===== src/rtl/core/br1rd_pkg.sv =====
// Shared types and constants for the ByteRun1 row decoder.
`default_nettype none

package br1rd_pkg;

	localparam int unsigned RegIdxW = 1;
	localparam int unsigned CfgDataW = 16;

	localparam logic [RegIdxW-1:0] REG_COMPRESSION = 1'd0;
	localparam logic [RegIdxW-1:0] REG_BYTES_PER_ROW = 1'd1;

	localparam logic [7:0] MODE_RAW = 8'd0;
	localparam logic [7:0] MODE_BYTERUN1 = 8'd1;
	localparam logic [7:0] COMPRESSION_RST = 8'd1;
	localparam logic [15:0] BYTES_PER_ROW_RST = 16'd40;

	localparam logic CMD_DATA = 1'b0;
	localparam logic CMD_END = 1'b1;

	localparam logic [7:0] CTRL_SKIP = 8'h80;

	localparam logic [1:0] STAT_OK = 2'd0;
	localparam logic [1:0] STAT_OVERFLOW = 2'd1;
	localparam logic [1:0] STAT_EARLY_END = 2'd2;
	localparam logic [1:0] STAT_BAD_MODE = 2'd3;

	typedef enum logic [1:0] {
		PH_CONTROL,
		PH_COPY,
		PH_REPEAT
	} phase_t;

	typedef enum logic {
		ST_IDLE,
		ST_REPEAT
	} ctrl_state_t;

	typedef struct packed {
		logic accept;
		logic emit;
	} ctrl_cmd_t;

	typedef struct packed {
		logic rep_start;
		logic rep_last;
		logic slot_free;
	} dp_stat_t;

endpackage

`default_nettype wire


===== src/rtl/core/byterun1_row_decoder_top.sv =====
// Top level of the ByteRun1 (PackBits) bitplane row decoder.
`default_nettype none

// Decodes one compressed byte per accepted item into results of up to two bytes.
// Raw and literal bytes each give a one-byte result; a control byte gives none
// unless it overflows the row. The data byte of a repeat drains a run of n bytes
// as results of up to two bytes each through the result register, which waits on
// out_ready, and no item is accepted while the run drains. Any configuration write
// restarts the decoder with a full row count.
module byterun1_row_decoder_top (
	input  wire logic                                clk,
	input  wire logic                                arst_n,
	input  wire logic                                cfg_we,
	input  wire logic [br1rd_pkg::RegIdxW-1:0]       cfg_index,
	input  wire logic [br1rd_pkg::CfgDataW-1:0]      cfg_data,
	input  wire logic                                in_valid,
	output logic                                     in_ready,
	input  wire logic                                command,
	input  wire logic [7:0]                          data_byte,
	output logic                                     out_valid,
	input  wire logic                                out_ready,
	output logic [7:0]                               byte_first,
	output logic [7:0]                               byte_second,
	output logic [1:0]                               valid_count,
	output logic                                     row_end,
	output logic [1:0]                               status,
	output logic                                     last
);

	br1rd_pkg::ctrl_cmd_t cmd;
	br1rd_pkg::dp_stat_t  stat;

	br1rd_ctrl u_ctrl (
		.clk      (clk),
		.arst_n   (arst_n),
		.in_valid (in_valid),
		.in_ready (in_ready),
		.stat     (stat),
		.cmd      (cmd)
	);

	br1rd_dpath u_dpath (
		.clk         (clk),
		.arst_n      (arst_n),
		.cfg_we      (cfg_we),
		.cfg_index   (cfg_index),
		.cfg_data    (cfg_data),
		.command     (command),
		.data_byte   (data_byte),
		.cmd         (cmd),
		.stat        (stat),
		.out_valid   (out_valid),
		.out_ready   (out_ready),
		.byte_first  (byte_first),
		.byte_second (byte_second),
		.valid_count (valid_count),
		.row_end     (row_end),
		.status      (status),
		.last        (last)
	);

endmodule

`default_nettype wire


===== src/rtl/core/br1rd_ctrl.sv =====
// Controller state machine: sequences item intake and repeat-run draining.
`default_nettype none

module br1rd_ctrl (
	input  wire logic                 clk,
	input  wire logic                 arst_n,
	input  wire logic                 in_valid,
	output logic                      in_ready,
	input  wire br1rd_pkg::dp_stat_t  stat,
	output br1rd_pkg::ctrl_cmd_t      cmd
);

	br1rd_pkg::ctrl_state_t state_q;
	br1rd_pkg::ctrl_state_t state_d;

	always_ff @(posedge clk or negedge arst_n) begin
		if (!arst_n) begin
			state_q <= br1rd_pkg::ST_IDLE;
		end else begin
			state_q <= state_d;
		end
	end

	always_comb begin
		state_d = state_q;
		unique case (state_q)
			br1rd_pkg::ST_IDLE: begin
				if (in_valid && stat.slot_free && stat.rep_start) begin
					state_d = br1rd_pkg::ST_REPEAT;
				end
			end
			br1rd_pkg::ST_REPEAT: begin
				if (stat.slot_free && stat.rep_last) begin
					state_d = br1rd_pkg::ST_IDLE;
				end
			end
			default: state_d = br1rd_pkg::ST_IDLE;
		endcase
	end

	always_comb begin
		in_ready = 1'b0;
		cmd = '0;
		unique case (state_q)
			br1rd_pkg::ST_IDLE: begin
				in_ready = stat.slot_free;
				cmd.accept = in_valid && stat.slot_free;
			end
			br1rd_pkg::ST_REPEAT: begin
				cmd.emit = stat.slot_free;
			end
			default: begin
				in_ready = 1'b0;
			end
		endcase
	end

`ifndef NO_ASSERTIONS
	a_no_accept_and_emit: assert property (@(posedge clk) disable iff (!arst_n)
		!(cmd.accept && cmd.emit))
		else $error("accept and emit in the same cycle");
	a_repeat_blocks_input: assert property (@(posedge clk) disable iff (!arst_n)
		(state_q == br1rd_pkg::ST_REPEAT) |-> !in_ready)
		else $error("input taken while a run drains");
`endif

endmodule

`default_nettype wire


===== src/rtl/core/br1rd_dpath.sv =====
// Datapath: registers, row and run counters, and the result register.
`default_nettype none

module br1rd_dpath (
	input  wire logic                                   clk,
	input  wire logic                                   arst_n,
	input  wire logic                                   cfg_we,
	input  wire logic [br1rd_pkg::RegIdxW-1:0]          cfg_index,
	input  wire logic [br1rd_pkg::CfgDataW-1:0]         cfg_data,
	input  wire logic                                   command,
	input  wire logic [7:0]                             data_byte,
	input  wire br1rd_pkg::ctrl_cmd_t                   cmd,
	output br1rd_pkg::dp_stat_t                         stat,
	output logic                                        out_valid,
	input  wire logic                                   out_ready,
	output logic [7:0]                                  byte_first,
	output logic [7:0]                                  byte_second,
	output logic [1:0]                                  valid_count,
	output logic                                        row_end,
	output logic [1:0]                                  status,
	output logic                                        last
);

	logic [7:0]        compression_q;
	logic [15:0]       bytes_per_row_q;
	br1rd_pkg::phase_t phase_q, phase_d;
	logic [7:0]        run_left_q, run_left_d;
	logic [15:0]       row_left_q, row_left_d;
	logic [7:0]        rep_byte_q, rep_byte_d;
	logic [7:0]        rep_left_q, rep_left_d;
	logic              out_valid_q;

	logic [7:0]  r_first, r_second;
	logic [1:0]  r_count, r_status;
	logic        r_rend, r_last, r_load;
	logic [7:0]  first_q, second_q;
	logic [1:0]  count_q, status_q;
	logic        rend_q, last_q;

	logic [15:0] row_len;
	logic [15:0] new_bpr;
	logic [15:0] new_len;
	logic [1:0]  take;
	logic [7:0]  n_lit;
	logic [7:0]  n_rep;

	assign row_len = (bytes_per_row_q == '0) ? 16'd1 : bytes_per_row_q;
	assign new_bpr = (cfg_index == br1rd_pkg::REG_BYTES_PER_ROW) ? cfg_data : bytes_per_row_q;
	assign new_len = (new_bpr == '0) ? 16'd1 : new_bpr;
	assign take = (rep_left_q >= 8'd2) ? 2'd2 : 2'd1;
	assign n_lit = {1'b0, data_byte[6:0]} + 8'd1;
	assign n_rep = ~data_byte + 8'd2;

	assign stat.slot_free = !out_valid_q || out_ready;
	assign stat.rep_start = (compression_q == br1rd_pkg::MODE_BYTERUN1)
		&& (command == br1rd_pkg::CMD_DATA) && (phase_q == br1rd_pkg::PH_REPEAT);
	assign stat.rep_last = (rep_left_q <= 8'd2);

	always_comb begin
		phase_d = phase_q;
		run_left_d = run_left_q;
		row_left_d = row_left_q;
		rep_byte_d = rep_byte_q;
		rep_left_d = rep_left_q;
		r_load = 1'b0;
		r_first = '0;
		r_second = '0;
		r_count = '0;
		r_rend = 1'b0;
		r_status = br1rd_pkg::STAT_OK;
		r_last = 1'b1;
		if (cfg_we) begin
			phase_d = br1rd_pkg::PH_CONTROL;
			run_left_d = '0;
			row_left_d = new_len;
		end else if (cmd.accept) begin
			if (compression_q > br1rd_pkg::MODE_BYTERUN1) begin
				r_load = 1'b1;
				r_status = br1rd_pkg::STAT_BAD_MODE;
				phase_d = br1rd_pkg::PH_CONTROL;
				run_left_d = '0;
				row_left_d = row_len;
			end else if (command == br1rd_pkg::CMD_END) begin
				if (phase_q != br1rd_pkg::PH_CONTROL || row_left_q != row_len) begin
					r_load = 1'b1;
					r_status = br1rd_pkg::STAT_EARLY_END;
					phase_d = br1rd_pkg::PH_CONTROL;
					run_left_d = '0;
					row_left_d = row_len;
				end
			end else if (compression_q == br1rd_pkg::MODE_RAW
				|| phase_q == br1rd_pkg::PH_COPY) begin
				r_load = 1'b1;
				r_first = data_byte;
				r_count = 2'd1;
				r_rend = (row_left_q == 16'd1);
				row_left_d = r_rend ? row_len : row_left_q - 16'd1;
				if (phase_q == br1rd_pkg::PH_COPY) begin
					run_left_d = run_left_q - 8'd1;
					if (run_left_q == 8'd1) begin
						phase_d = br1rd_pkg::PH_CONTROL;
					end
				end
			end else if (phase_q == br1rd_pkg::PH_REPEAT) begin
				rep_byte_d = data_byte;
				rep_left_d = run_left_q;
				phase_d = br1rd_pkg::PH_CONTROL;
				run_left_d = '0;
			end else if (data_byte != br1rd_pkg::CTRL_SKIP) begin
				if (!data_byte[7]) begin
					if ({8'd0, n_lit} > row_left_q) begin
						r_load = 1'b1;
						r_status = br1rd_pkg::STAT_OVERFLOW;
						row_left_d = row_len;
					end else begin
						phase_d = br1rd_pkg::PH_COPY;
						run_left_d = n_lit;
					end
				end else begin
					if ({8'd0, n_rep} > row_left_q) begin
						r_load = 1'b1;
						r_status = br1rd_pkg::STAT_OVERFLOW;
						row_left_d = row_len;
					end else begin
						phase_d = br1rd_pkg::PH_REPEAT;
						run_left_d = n_rep;
					end
				end
			end
		end else if (cmd.emit) begin
			r_load = 1'b1;
			r_first = rep_byte_q;
			r_second = (take == 2'd2) ? rep_byte_q : 8'd0;
			r_count = take;
			r_rend = (row_left_q == {14'd0, take});
			r_last = (rep_left_q == {6'd0, take});
			row_left_d = r_rend ? row_len : row_left_q - {14'd0, take};
			rep_left_d = rep_left_q - {6'd0, take};
		end
	end

	always_ff @(posedge clk or negedge arst_n) begin
		if (!arst_n) begin
			compression_q <= br1rd_pkg::COMPRESSION_RST;
			bytes_per_row_q <= br1rd_pkg::BYTES_PER_ROW_RST;
			phase_q <= br1rd_pkg::PH_CONTROL;
			run_left_q <= '0;
			row_left_q <= br1rd_pkg::BYTES_PER_ROW_RST;
			rep_left_q <= '0;
			out_valid_q <= 1'b0;
		end else begin
			if (cfg_we && cfg_index == br1rd_pkg::REG_COMPRESSION) begin
				compression_q <= cfg_data[7:0];
			end
			if (cfg_we && cfg_index == br1rd_pkg::REG_BYTES_PER_ROW) begin
				bytes_per_row_q <= cfg_data;
			end
			phase_q <= phase_d;
			run_left_q <= run_left_d;
			row_left_q <= row_left_d;
			rep_left_q <= rep_left_d;
			if (r_load) begin
				out_valid_q <= 1'b1;
			end else if (out_ready) begin
				out_valid_q <= 1'b0;
			end
		end
	end

	always_ff @(posedge clk) begin
		rep_byte_q <= rep_byte_d;
		if (r_load) begin
			first_q <= r_first;
			second_q <= r_second;
			count_q <= r_count;
			rend_q <= r_rend;
			status_q <= r_status;
			last_q <= r_last;
		end
	end

	assign out_valid = out_valid_q;
	assign byte_first = first_q;
	assign byte_second = second_q;
	assign valid_count = count_q;
	assign row_end = rend_q;
	assign status = status_q;
	assign last = last_q;

`ifndef NO_ASSERTIONS
	a_row_left_nonzero: assert property (@(posedge clk) disable iff (!arst_n)
		row_left_q != '0)
		else $error("row count reached zero without restart");
	a_copy_has_run: assert property (@(posedge clk) disable iff (!arst_n)
		(phase_q == br1rd_pkg::PH_COPY) |-> (run_left_q != '0))
		else $error("copy phase with empty run");
	a_emit_has_bytes: assert property (@(posedge clk) disable iff (!arst_n)
		cmd.emit |-> (rep_left_q != '0) && ({8'd0, rep_left_q} <= row_left_q))
		else $error("repeat emit without bytes left or past row end");
`endif

endmodule

`default_nettype wire


===== config.mk =====
export PLATFORM = sky130hd
export DESIGN_NAME = byterun1_row_decoder_top
export DESIGN_NICKNAME = d
export VERILOG_FILES = /design/src/rtl/core/br1rd_pkg.sv /design/src/rtl/core/byterun1_row_decoder_top.sv /design/src/rtl/core/br1rd_ctrl.sv /design/src/rtl/core/br1rd_dpath.sv
export SDC_FILE = /design/constraint.sdc
export NUM_CORES = 1
export LEC_CHECK = 0
export BUFFER_PORTS_ARGS = -buffer_cell sky130_fd_sc_hd__buf_2
export CAP_MARGIN = 15
export CORE_UTILIZATION = 50
export DETAILED_ROUTE_END_ITERATION = 16
export PLACE_DENSITY = 0.67
export SKIP_LAST_GASP = 1
export SLEW_MARGIN = 20
export SYNTH_ARGS = -nofsm -noshare
export SYNTH_HDL_FRONTEND = slang
export SYNTH_HIERARCHICAL = 1
export SYNTH_SLANG_ARGS = --single-unit

===== constraint.sdc =====
create_clock -name clk -period 3.95 [get_ports clk]
set_input_delay 0.5925 -clock clk [delete_from_list [all_inputs] [get_ports clk]]
set_output_delay 0.5925 -clock clk [all_outputs]
set_load 0.02 [all_outputs]

==> results of run 1 <==
==> kinds of logic (layout without fill, tap and decap cells) <==
family	Yosys count	after routing
simple gates	228	228
compound gates	168	168
flops	90	90
buf+inv	61	113
mux	53	53
xor+xnor	46	46
fa+ha+maj	29	29
==> power by group <==
group	switching, mW	internal, mW
sequential	0.178	1.07
clock	0.381	0.428
combinational	0.525	0.395
total	1.08	1.90
==> worst register-to-register path, stage by stage (launching register included) <==
cell      delay (ns)
dfrtp_1         0.41
nor3_1          0.28
nand3b_1        0.18
nor2_1          0.25
ha_1            0.19
inv_1           0.06
fa_1            0.47
nor4_1          0.33
buf_4           0.19
and2_1          0.20
xnor2_1         0.14
nand2_1         0.07
o211a_1         0.13
a211oi_1        0.32
o21ai_0         0.13
==> layout by cell type (no fill, tap or decap), types with 5 or more instances in the layout <==
| master | instances |
|---|---|
| and2_1 | 10 |
| o21ai_1 | 5 |
| buf_2 | 53 |
| mux2i_1 | 20 |
| nand4_1 | 11 |
| a211oi_1 | 12 |
| mux2_2 | 33 |
| dfstp_2 | 5 |
| nand3_1 | 17 |
| xnor2_1 | 36 |
| a21oi_1 | 31 |
| a31oi_1 | 7 |
| dfrtp_1 | 55 |
| o21ai_0 | 53 |
| o22ai_1 | 5 |
| xor2_1 | 10 |
| inv_1 | 26 |
| nor4_1 | 12 |
| nor2_1 | 51 |
| buf_4 | 15 |
| ha_1 | 27 |
| nand2_1 | 68 |
| edfxtp_1 | 30 |
| nor3_1 | 25 |
| a22o_1 | 10 |
| clkbuf_16 | 9 |
==> path summary, 6_finish.rpt <==
check	start	endpoint	slack (ns)	cells past startpoint
max	data_byte[2]	u_dpath/byte_second[3]	0.32	14
max reg2reg	u_dpath/rep_left_q[6]	u_dpath/row_left_q[12]	0.48	14
min reg2reg	u_dpath/rep_left_q[7]	u_dpath/rep_left_q[7]	0.49	2
min	arst_n	u_dpath/row_left_q[4]	0.24	1
max in group asynchronous	arst_n	u_dpath/bytes_per_row_q[3]	2.94	2
min in group clk	cfg_data[12]	u_dpath/bytes_per_row_q[12]	0.48	2
==> area by class of cell <==
| cell class | instances | area share [%] |
|---|---|---|
| Clock buffer | 10 | 3.27 |
| Clock inverter | 6 | 0.590 |
| Tap cell | 168 | 3.00 |
| Sequential cell | 90 | 34.4 |
| Inverter | 28 | 1.50 |
| Timing Repair Buffer | 69 | 5.68 |
| Multi-Input combinational cell | 524 | 51.6 |
==> per-layer routing <==
layer	up-vias	global-route usage [%]	part of all wire, %
li1	2587	-	-
met1	2723	35.9	41
met2	238	49.0	48
met3	52	6.11	6.6
met4	0	17.5	4.4
met5	-	0	0
==> sequential cells by signal, summed over array words and instances, names as in the netlist <==
signal / count
u_dpath/byte_first: 8
u_dpath/run_left_q: 8
u_dpath/out_valid: 1
u_dpath/row_end: 1
u_ctrl/state_q: 1
u_dpath/row_left_q: 16
u_dpath/bytes_per_row_q: 16
u_dpath/phase_q: 2
u_dpath/byte_second: 8
u_dpath/compression_q: 8
u_dpath/rep_left_q: 8
u_dpath/status: 2
u_dpath/last: 1
u_dpath/rep_byte_q: 8
u_dpath/valid_count: 2
==> per-stage QoR <==
stage	std cells	cell area, um^2	power (mW)
after floorplan	675	6280	1.89
after global placement	879	6730	2.15
after detailed placement	879	6730	2.17
after CTS	895	7000	2.98
after global routing	895	7000	3.15
final	895	7000	2.98
==> impl_metrics.csv, run 1 <==
group,metric,value,unit
status,status,"complete, no violations",
floorplanning,fp.dieArea,0.0130,mm^2
min_path,hold_class,"input pin to asynchronous set/reset pin",
global_route,grt_max_degree,42,
logic_synthesis,synth_mux_area_share,9.12,%
clocking,cts.repair.resized,0,
cells_and_area,drive_above_1_share,18.8,%
sta,period_minus_slack,3.63,ns
detailed_routing,route.detailed.drc,0,
sta,tightest_slew,0.964,ns
global_route,gr-total-overflow,0,
logic_synthesis,synth_xor_area_share,6.42,%
worst_setup_path,required,4.06,ns
worst_setup_path,max_stage_delay,0.61,ns
detailed_routing,first_pass_iters,5,
power,ir_worst_vdd,0.203,mV
clocking,h-tree-depth,3,
floorplanning,core_region_area,0.0121,mm^2
sta,fin_worst_skew,0.00703,ns
detailed_routing,ant_nets,0,
logic_synthesis,synthAdderAreaFrac,6.03,%
clocking,cts_setup_buffers,0,
logic_synthesis,ys_seq_area_share,38.4,%
floorplanning,pin_count,55,
logic_synthesis,post-synth-top-count-cell,"nand2_1",
worst_setup_path,path_class,"input pin to flop",
placed_design,dp.final_hpwl,13700,um
detailed_routing,drt_wl_total,18300,um
sta,slew_headroom,35.2,%
detailed_routing,drt-wirelength-per-cell,20.4,um
floorplanning,dieWidth,114,um
detailed_routing,viasPerCell,6.26,
worst_setup_path,path_buf_inv,2,
cells_and_area,antennaDiodeCount,0,
logic_synthesis,syn_inst,675,
clocking,insertion_delay,0.36,ns
clocking,cts_buffers,9,
logic_synthesis,synth-simple-area-share,18.3,%
sta,fmax,276,MHz
cells_and_area,seq_area,0.00241,mm^2
logic_synthesis,syn_avg_cell_area,9.29,um^2
clocking,hold_buffers,0,
logic_synthesis,netlist_top_cells_count,"nand2_1 (68), dfrtp_1 (55), o21ai_0 (53)",
logic_synthesis,synth-compound-area-share,17.5,%
logic_synthesis,netlist_area,0.00627,mm^2
logic_synthesis,yosys_most_used_dff,"dfrtp_1",
detailed_routing,initialDrtViolationCount,464,
worst_setup_path,critPathSlowestCell,"nor4_1",
worst_setup_path,end_kind,"flop",
placed_design,gp_routability_congestion,0.954,
clocking,clock_path_buffers,2,
worst_setup_path,crit_fanout,22,
worst_setup_path,start_kind,"input pin",
cells_and_area,multi_input_area,0.00361,mm^2
logic_synthesis,yosysTopAreaCell,"dfrtp_1",
global_route,grt_pass1_vias,5562,
worst_setup_path,cp.arrival,3.74,ns
power,p_leak,2.84,nW
floorplanning,die-height,114,um
logic_synthesis,synth-edff-count,30,
power,p_per_area,426,mW/mm^2
sta,rsz0062_at_grt,"false",
sta,finalSetupViolCount,0,
sta,tns,0,ns
sta,period_share,91.8,%
cells_and_area,layout.nets,782,
cells_and_area,fillers,1104,
logic_synthesis,synth_area_leaders,"dfrtp_1 (22%), edfxtp_1 (14%), mux2_2 (5.9%), ha_1 (5.4%), xnor2_1 (5.0%)",
logic_synthesis,syn-num-nets,735,
logic_synthesis,ys_warn_count,6,
cells_and_area,fin_util,57.8,%
floorplanning,rows,40,
clocking,cts_tree,"done",
sta,timing.hold.ws,0.240,ns
placed_design,io_buffers,54,
run,cap_violations,0,
logic_synthesis,synth_top_family_by_area,"simple AND/OR/NAND/NOR gates",
global_route,antenna_found_initial,0,
placed_design,preCtsSetupSlack,0.0602,ns
logic_synthesis,synth_cell_type_count,73,
cells_and_area,syn2layout_area_growth,11.7,%
floorplanning,start_util,51.8,%
clocking,cts_root_buf,"clkbuf_16",
worst_setup_path,crit_family,"simple AND/OR/NAND/NOR gates",
detailed_routing,vias,5600,
sta,slew_viol_final,0,
logic_synthesis,ys_ff_latch,90,
sta,setup_ws,0.323,ns
clocking,cts_sinks,90,
worst_setup_path,path_common_cell,"ha_1",
sta,finalHoldViolations,0,
worst_setup_path,path_cells,"buf_2 > ha_1 > nand4_1 > xnor2_1 > ha_1 > a21oi_1 > o21ai_0 > a2111oi_0 > o32ai_1 > nand3_1 > nor3_1 > nor4_1 > nor3_4 > buf_12",
clocking,clk_pin_slew_worst_paths,0.07,ns
logic_synthesis,ys_async_sr_fraction,66.7,%
global_route,grt_pass1_wl,29300,um
logic_synthesis,synth_top_area_share,21.9,%
global_route,grt_usage,29.7,%
Power figures use the tool's default switching activity.
==> run 2, diff against run 1 <==
--- a/config.mk
+++ b/config.mk
@@ -11,3 +11,3 @@
 export DETAILED_ROUTE_END_ITERATION = 16
-export PLACE_DENSITY = 0.67
+export PLACE_DENSITY = 0.65
 export SKIP_LAST_GASP = 1
==> constraint.sdc (replaced) <==
create_clock -name clk -period 4.55 [get_ports clk]
set_input_delay 0.91 -clock clk [delete_from_list [all_inputs] [get_ports clk]]
set_output_delay 0.91 -clock clk [all_outputs]
set_load 0.02 [all_outputs]
==> impl_metrics.csv, run 2 (synthesis gave the netlist of run 1 again) <==
group,metric,value,unit
global_route,grt_max_degree,42,
clocking,cts_root_buf,"clkbuf_16",
detailed_routing,drt_wl_total,18300,um
worst_setup_path,crit_fanout,14,
status,status,"complete, no violations",
floorplanning,die-height,114,um
clocking,clock_path_buffers,2,
floorplanning,fp.dieArea,0.0130,mm^2
worst_setup_path,crit_family,"compound AO/OA/AOI/OAI gates",
worst_setup_path,start_kind,"input pin",
power,ir_worst_vdd,0.191,mV
min_path,holdPathEnd,"u_dpath/rep_left_q[7]",
global_route,grt_usage,29.4,%
global_route,grt_pass1_wl,28900,um
worst_setup_path,max_stage_delay,0.55,ns
detailed_routing,route.detailed.drc,0,
floorplanning,pin_count,55,
sta,period_share,86.8,%
sta,tightest_slew,0.782,ns
global_route,antenna_found_initial,0,
detailed_routing,drt-wirelength-per-cell,20.4,um
power,p_per_area,384,mW/mm^2
min_path,hold_depth,2,
sta,fmax,253,MHz
clocking,cts_sinks,90,
worst_setup_path,path_cells,"buf_2 > ha_1 > nand4_1 > xnor2_1 > ha_1 > a21oi_1 > o21ai_0 > a2111oi_0 > o32ai_1 > nand3_1 > a41o_1 > mux2_2 > a311oi_2",
clocking,cts.repair.resized,0,
detailed_routing,first_pass_iters,7,
worst_setup_path,path_common_cell,"ha_1",
worst_setup_path,cp.arrival,4.21,ns
worst_setup_path,timing.rr.end,"u_dpath/row_left_q[12]",
sta,tns,0,ns
placed_design,gp_routability_congestion,0.924,
worst_setup_path,path_buf_inv,1,
placed_design,postPlaceCellArea,0.00674,mm^2
worst_setup_path,path_class,"input pin to flop",
worst_setup_path,r2r-start,"u_dpath/rep_left_q[6]",
min_path,hp-start,"u_dpath/rep_left_q[7]",
min_path,hold_class,"flop to flop",
floorplanning,start_util,51.8,%
cells_and_area,layout.nets,784,
worst_setup_path,critPathSlowestCell,"a41o_1",
floorplanning,core_region_area,0.0121,mm^2
power,p_leak,2.89,nW
global_route,gr-total-overflow,0,
cells_and_area,drive_above_1_share,19.5,%
detailed_routing,initialDrtViolationCount,489,
detailed_routing,ant_nets,0,
clocking,h-tree-depth,3,
clocking,hold_buffers,0,
worst_setup_path,rrSetupSlack,1.05,ns
worst_setup_path,required,4.81,ns
sta,fin_worst_skew,0.0114,ns
sta,rsz0062_at_grt,"false",
clocking,insertion_delay,0.35,ns
worst_setup_path,end_kind,"flop",
sta,slew_headroom,47.4,%
clocking,cts_setup_buffers,0,
sta,finalHoldViolations,0,
sta,slew_viol_final,0,
sta,period_minus_slack,3.95,ns
cells_and_area,syn2layout_area_growth,12.9,%
cells_and_area,mostFrequentLayoutCells,"nand2_1 (68), dfrtp_1 (55), buf_2 (53), o21ai_0 (53), nor2_1 (51)",
global_route,grt_pass1_vias,5433,
cells_and_area,fin_area,0.00708,mm^2
worst_setup_path,reg2reg_depth,15,
clocking,cts_buffers,9,
detailed_routing,viasPerCell,6.19,
cells_and_area,fillers,1101,
placed_design,io_buffers,54,
cells_and_area,reg_top3,"u_dpath/bytes_per_row_q: 16 flops, u_dpath/row_left_q: 16 flops",
clocking,cts_tree,"done",
cells_and_area,fin_util,58.5,%
detailed_routing,vias,5551,
sta,finalSetupViolCount,0,
cells_and_area,antennaDiodeCount,0,
cells_and_area,final_common_cell,"nand2_1",
run,cap_violations,0,
placed_design,dp.final_hpwl,13500,um
floorplanning,rows,40,
clocking,clk_pin_slew_worst_paths,0.07,ns
floorplanning,dieWidth,114,um
run 2: cell type report:
class                           instances  area (um^2)  share of cell area (%)
Multi-Input combinational cell        524         3620                    51.1
Sequential cell                        90         2410                    34.0
Timing Repair Buffer                   71          400                    5.65
Clock buffer                           11          275                    3.89
Tap cell                              168          210                    2.97
Inverter                               28          105                    1.48
Clock inverter                          5         63.8                   0.901
run 2: power by group:
part | switching [mW] | total (mW) | internal, mW
clock | 0.338 | 0.837 | 0.499
sequential | 0.151 | 1.08 | 0.932
combinational | 0.459 | 0.799 | 0.340
run 2: routing by layer:
| layer | vias up | GRT usage (%) | part of all wire, % |
|---|---|---|---|
| met5 | - | 0 | 0 |
| met1 | 2687 | 37.4 | 42 |
| met4 | 0 | 15.2 | 4.3 |
| met2 | 235 | 48.4 | 48 |
| li1 | 2576 | - | - |
| met3 | 53 | 4.78 | 5.7 |
run 2: worst max path at each step:
| stage | depth (start not counted) | slack, ns | to | start |
|---|---|---|---|---|
| detailed placement | 13 | 0.35 | u_dpath/row_left_q[0] | data_byte[2] |
| CTS | 13 | 0.70 | u_dpath/row_left_q[0] | data_byte[2] |
| floorplan | 14 | 0.34 | u_dpath/byte_first[0] | data_byte[4] |
| global placement | 13 | 0.46 | u_dpath/row_left_q[0] | data_byte[1] |
| finish | 13 | 0.60 | u_dpath/row_left_q[0] | data_byte[2] |
| global route | 13 | 0.35 | u_dpath/row_left_q[0] | data_byte[2] |
run 2: through the flow:
stage | cells | hold WS, ns | setup slack [ns] | total power, mW
after global placement | 881 | 0.469 | 0.464 | 1.85
after floorplan | 675 | 0.451 | 0.336 | 1.64
after CTS | 897 | 0.504 | 0.703 | 2.72
final | 897 | 0.491 | 0.601 | 2.72
after detailed placement | 881 | 0.488 | 0.347 | 1.88
after global routing | 897 | 0.534 | 0.355 | 2.86
run 2: worst min-delay path, cell delays in order, from the launching register on:
cell     delay (ns)
dfrtp_1        0.35
nand2_1        0.05
o21ai_0        0.06
==> run 3, diff against run 2 <==
Settings changed: BUFFER_PORTS_ARGS -buffer_cell sky130_fd_sc_hd__buf_2 to default, DONT_BUFFER_PORTS from default to 1, PLACE_DENSITY 0.65 to 0.61.
==> impl_metrics.csv, run 3 (synthesis gave the netlist of run 1 again) <==
group,metric,value,unit
status,status,"complete, no violations",
power,p_leak,2.65,nW
floorplanning,fp.dieArea,0.0130,mm^2
worst_setup_path,path_buf_inv,0,
sta,tightest_slew,0.993,ns
sta,finalSetupViolCount,0,
cells_and_area,fin_area,0.00676,mm^2
worst_setup_path,cp.arrival,3.81,ns
sta,rsz0062_at_grt,"false",
cells_and_area,layout.nets,725,
cells_and_area,mostFrequentLayoutCells,"nand2_1 (68), dfrtp_1 (55), o21ai_0 (53), nor2_1 (51), xnor2_1 (36)",
worst_setup_path,max_stage_delay,0.77,ns
clocking,cts_setup_buffers,0,
global_route,gr-total-overflow,0,
worst_setup_path,path_class,"input pin to flop",
power,total_power,2.65,mW
sta,slew_headroom,33.6,%
cells_and_area,drive_above_1_share,12.2,%
floorplanning,pin_count,55,
cells_and_area,fin_cells,838,
placed_design,postPlaceCellArea,0.00643,mm^2
clocking,clock_path_buffers,2,
global_route,grt_pass1_wl,27900,um
clocking,insertion_delay,0.35,ns
placed_design,gp_routability_congestion,0.940,
detailed_routing,first_pass_iters,6,
worst_setup_path,r2r-start,"u_dpath/out_valid",
detailed_routing,drt_wl_total,17700,um
worst_setup_path,crit_family,"simple AND/OR/NAND/NOR gates",
floorplanning,die-height,114,um
sta,tns,0,ns
floorplanning,core_region_area,0.0121,mm^2
worst_setup_path,crit_fanout,22,
placed_design,io_buffers,0,
min_path,hold_class,"input pin to asynchronous set/reset pin",
run,cap_violations,0,
worst_setup_path,path_common_cell,"ha_1",
detailed_routing,vias,5285,
cells_and_area,multi_input_area,0.00362,mm^2
global_route,grt_usage,28.5,%
cells_and_area,seq_area,0.00241,mm^2
placed_design,dp.final_hpwl,13200,um
sta,setup_ws,0.711,ns
detailed_routing,viasPerCell,6.31,
power,p_per_area,392,mW/mm^2
clocking,cts_buffers,9,
cells_and_area,reg_top3,"u_dpath/bytes_per_row_q: 16 flops, u_dpath/row_left_q: 16 flops",
worst_setup_path,end_kind,"flop",
sta,slew_viol_final,0,
worst_setup_path,timing.rr.end,"u_dpath/row_left_q[2]",
clocking,h-tree-depth,3,
sta,period_share,84.4,%
detailed_routing,route.detailed.drc,0,
clocking,cts_sinks,90,
floorplanning,dieWidth,114,um
cells_and_area,antennaDiodeCount,0,
worst_setup_path,path_cells,"ha_1 > nand4_1 > xnor2_1 > ha_1 > a21oi_1 > o21ai_0 > a2111oi_0 > o32ai_1 > nand3_1 > nor3_1 > nor4_1 > nor3_4",
worst_setup_path,rrSetupSlack,0.85,ns
placed_design,preCtsSetupSlack,0.342,ns
cells_and_area,final_common_cell,"nand2_1",
placed_design,post-place-cells,822,
sta,fin_worst_skew,0.00887,ns
detailed_routing,ant_nets,0,
worst_setup_path,reg2reg_depth,9,
clocking,cts_tree,"done",
global_route,antenna_found_initial,0,
sta,finalHoldViolations,0,
power,ir_worst_vdd,0.199,mV
global_route,grt_max_degree,61,
floorplanning,rows,40,
sta,fmax,260,MHz
clocking,clk_pin_slew_worst_paths,0.07,ns
worst_setup_path,start_kind,"input pin",
worst_setup_path,required,4.52,ns
worst_setup_path,critPathSlowestCell,"nor3_4",
clocking,hold_buffers,0,
cells_and_area,syn2layout_area_growth,7.76,%
detailed_routing,initialDrtViolationCount,389,
cells_and_area,fin_util,55.8,%
sta,timing.hold.ws,0.249,ns
clocking,cts_root_buf,"clkbuf_16",
sta,period_minus_slack,3.84,ns
floorplanning,start_util,51.8,%
cells_and_area,fillers,1145,
detailed_routing,drt-wirelength-per-cell,21.1,um
clocking,cts.repair.resized,0,
global_route,grt_pass1_vias,5088,
## run 3: cell count changes in the layout (fill, tap and decap cells not counted), sizes merged
cell,change
clkinvlp,-1
buf,-59
bufinv,+1
clkinv,+2
inv,-1
clkbuf,-1
## run 3: routing by layer
metal,share of wire [%],vias up,global-route usage [%]
met3,4.9,48,5.21
li1,-,2473,-
met1,43,2573,35.6
met2,48,191,46.5
met4,4.3,0,16.5
met5,0,-,0
## run 3: area by class of cell
cell class | instances | area share, %
inverter | 28 | 1.56
tap | 168 | 3.11
timing repair buffer | 12 | 1.33
clock inverter | 6 | 1.44
multi-input combinational | 524 | 53.5
sequential | 90 | 35.6
clock buffer | 10 | 3.39
## run 3: worst max-delay path by stage
stage                            start                endpoint  slack [ns]  cells after the start
after CTS                 data_byte[1]  u_dpath/byte_second[0]        0.71                     12
after floorplan           data_byte[4]   u_dpath/byte_first[0]        0.34                     14
final                     data_byte[1]   u_dpath/byte_first[5]        0.71                     12
after global routing      data_byte[1]  u_dpath/byte_second[0]        0.42                     12
after global placement    data_byte[1]   u_dpath/byte_first[4]        0.47                     12
after detailed placement  data_byte[1]   u_dpath/byte_first[4]        0.34                     12
## run 3: report_power, final
group          switching (mW)  internal (mW)  leakage, nW
Clock                   0.340          0.490        0.159
Combinational           0.393          0.323         1.48
Sequential              0.169          0.934         1.01
Total                   0.902           1.75         2.65
## run 3: worst reg2reg max path: cells and delay by family (launching register included)
kind / cells / cell delay (ns)
buf+inv: 1 / 0.41
compound gates: 5 / 1.83
simple gates: 3 / 0.86
flops: 1 / 0.46
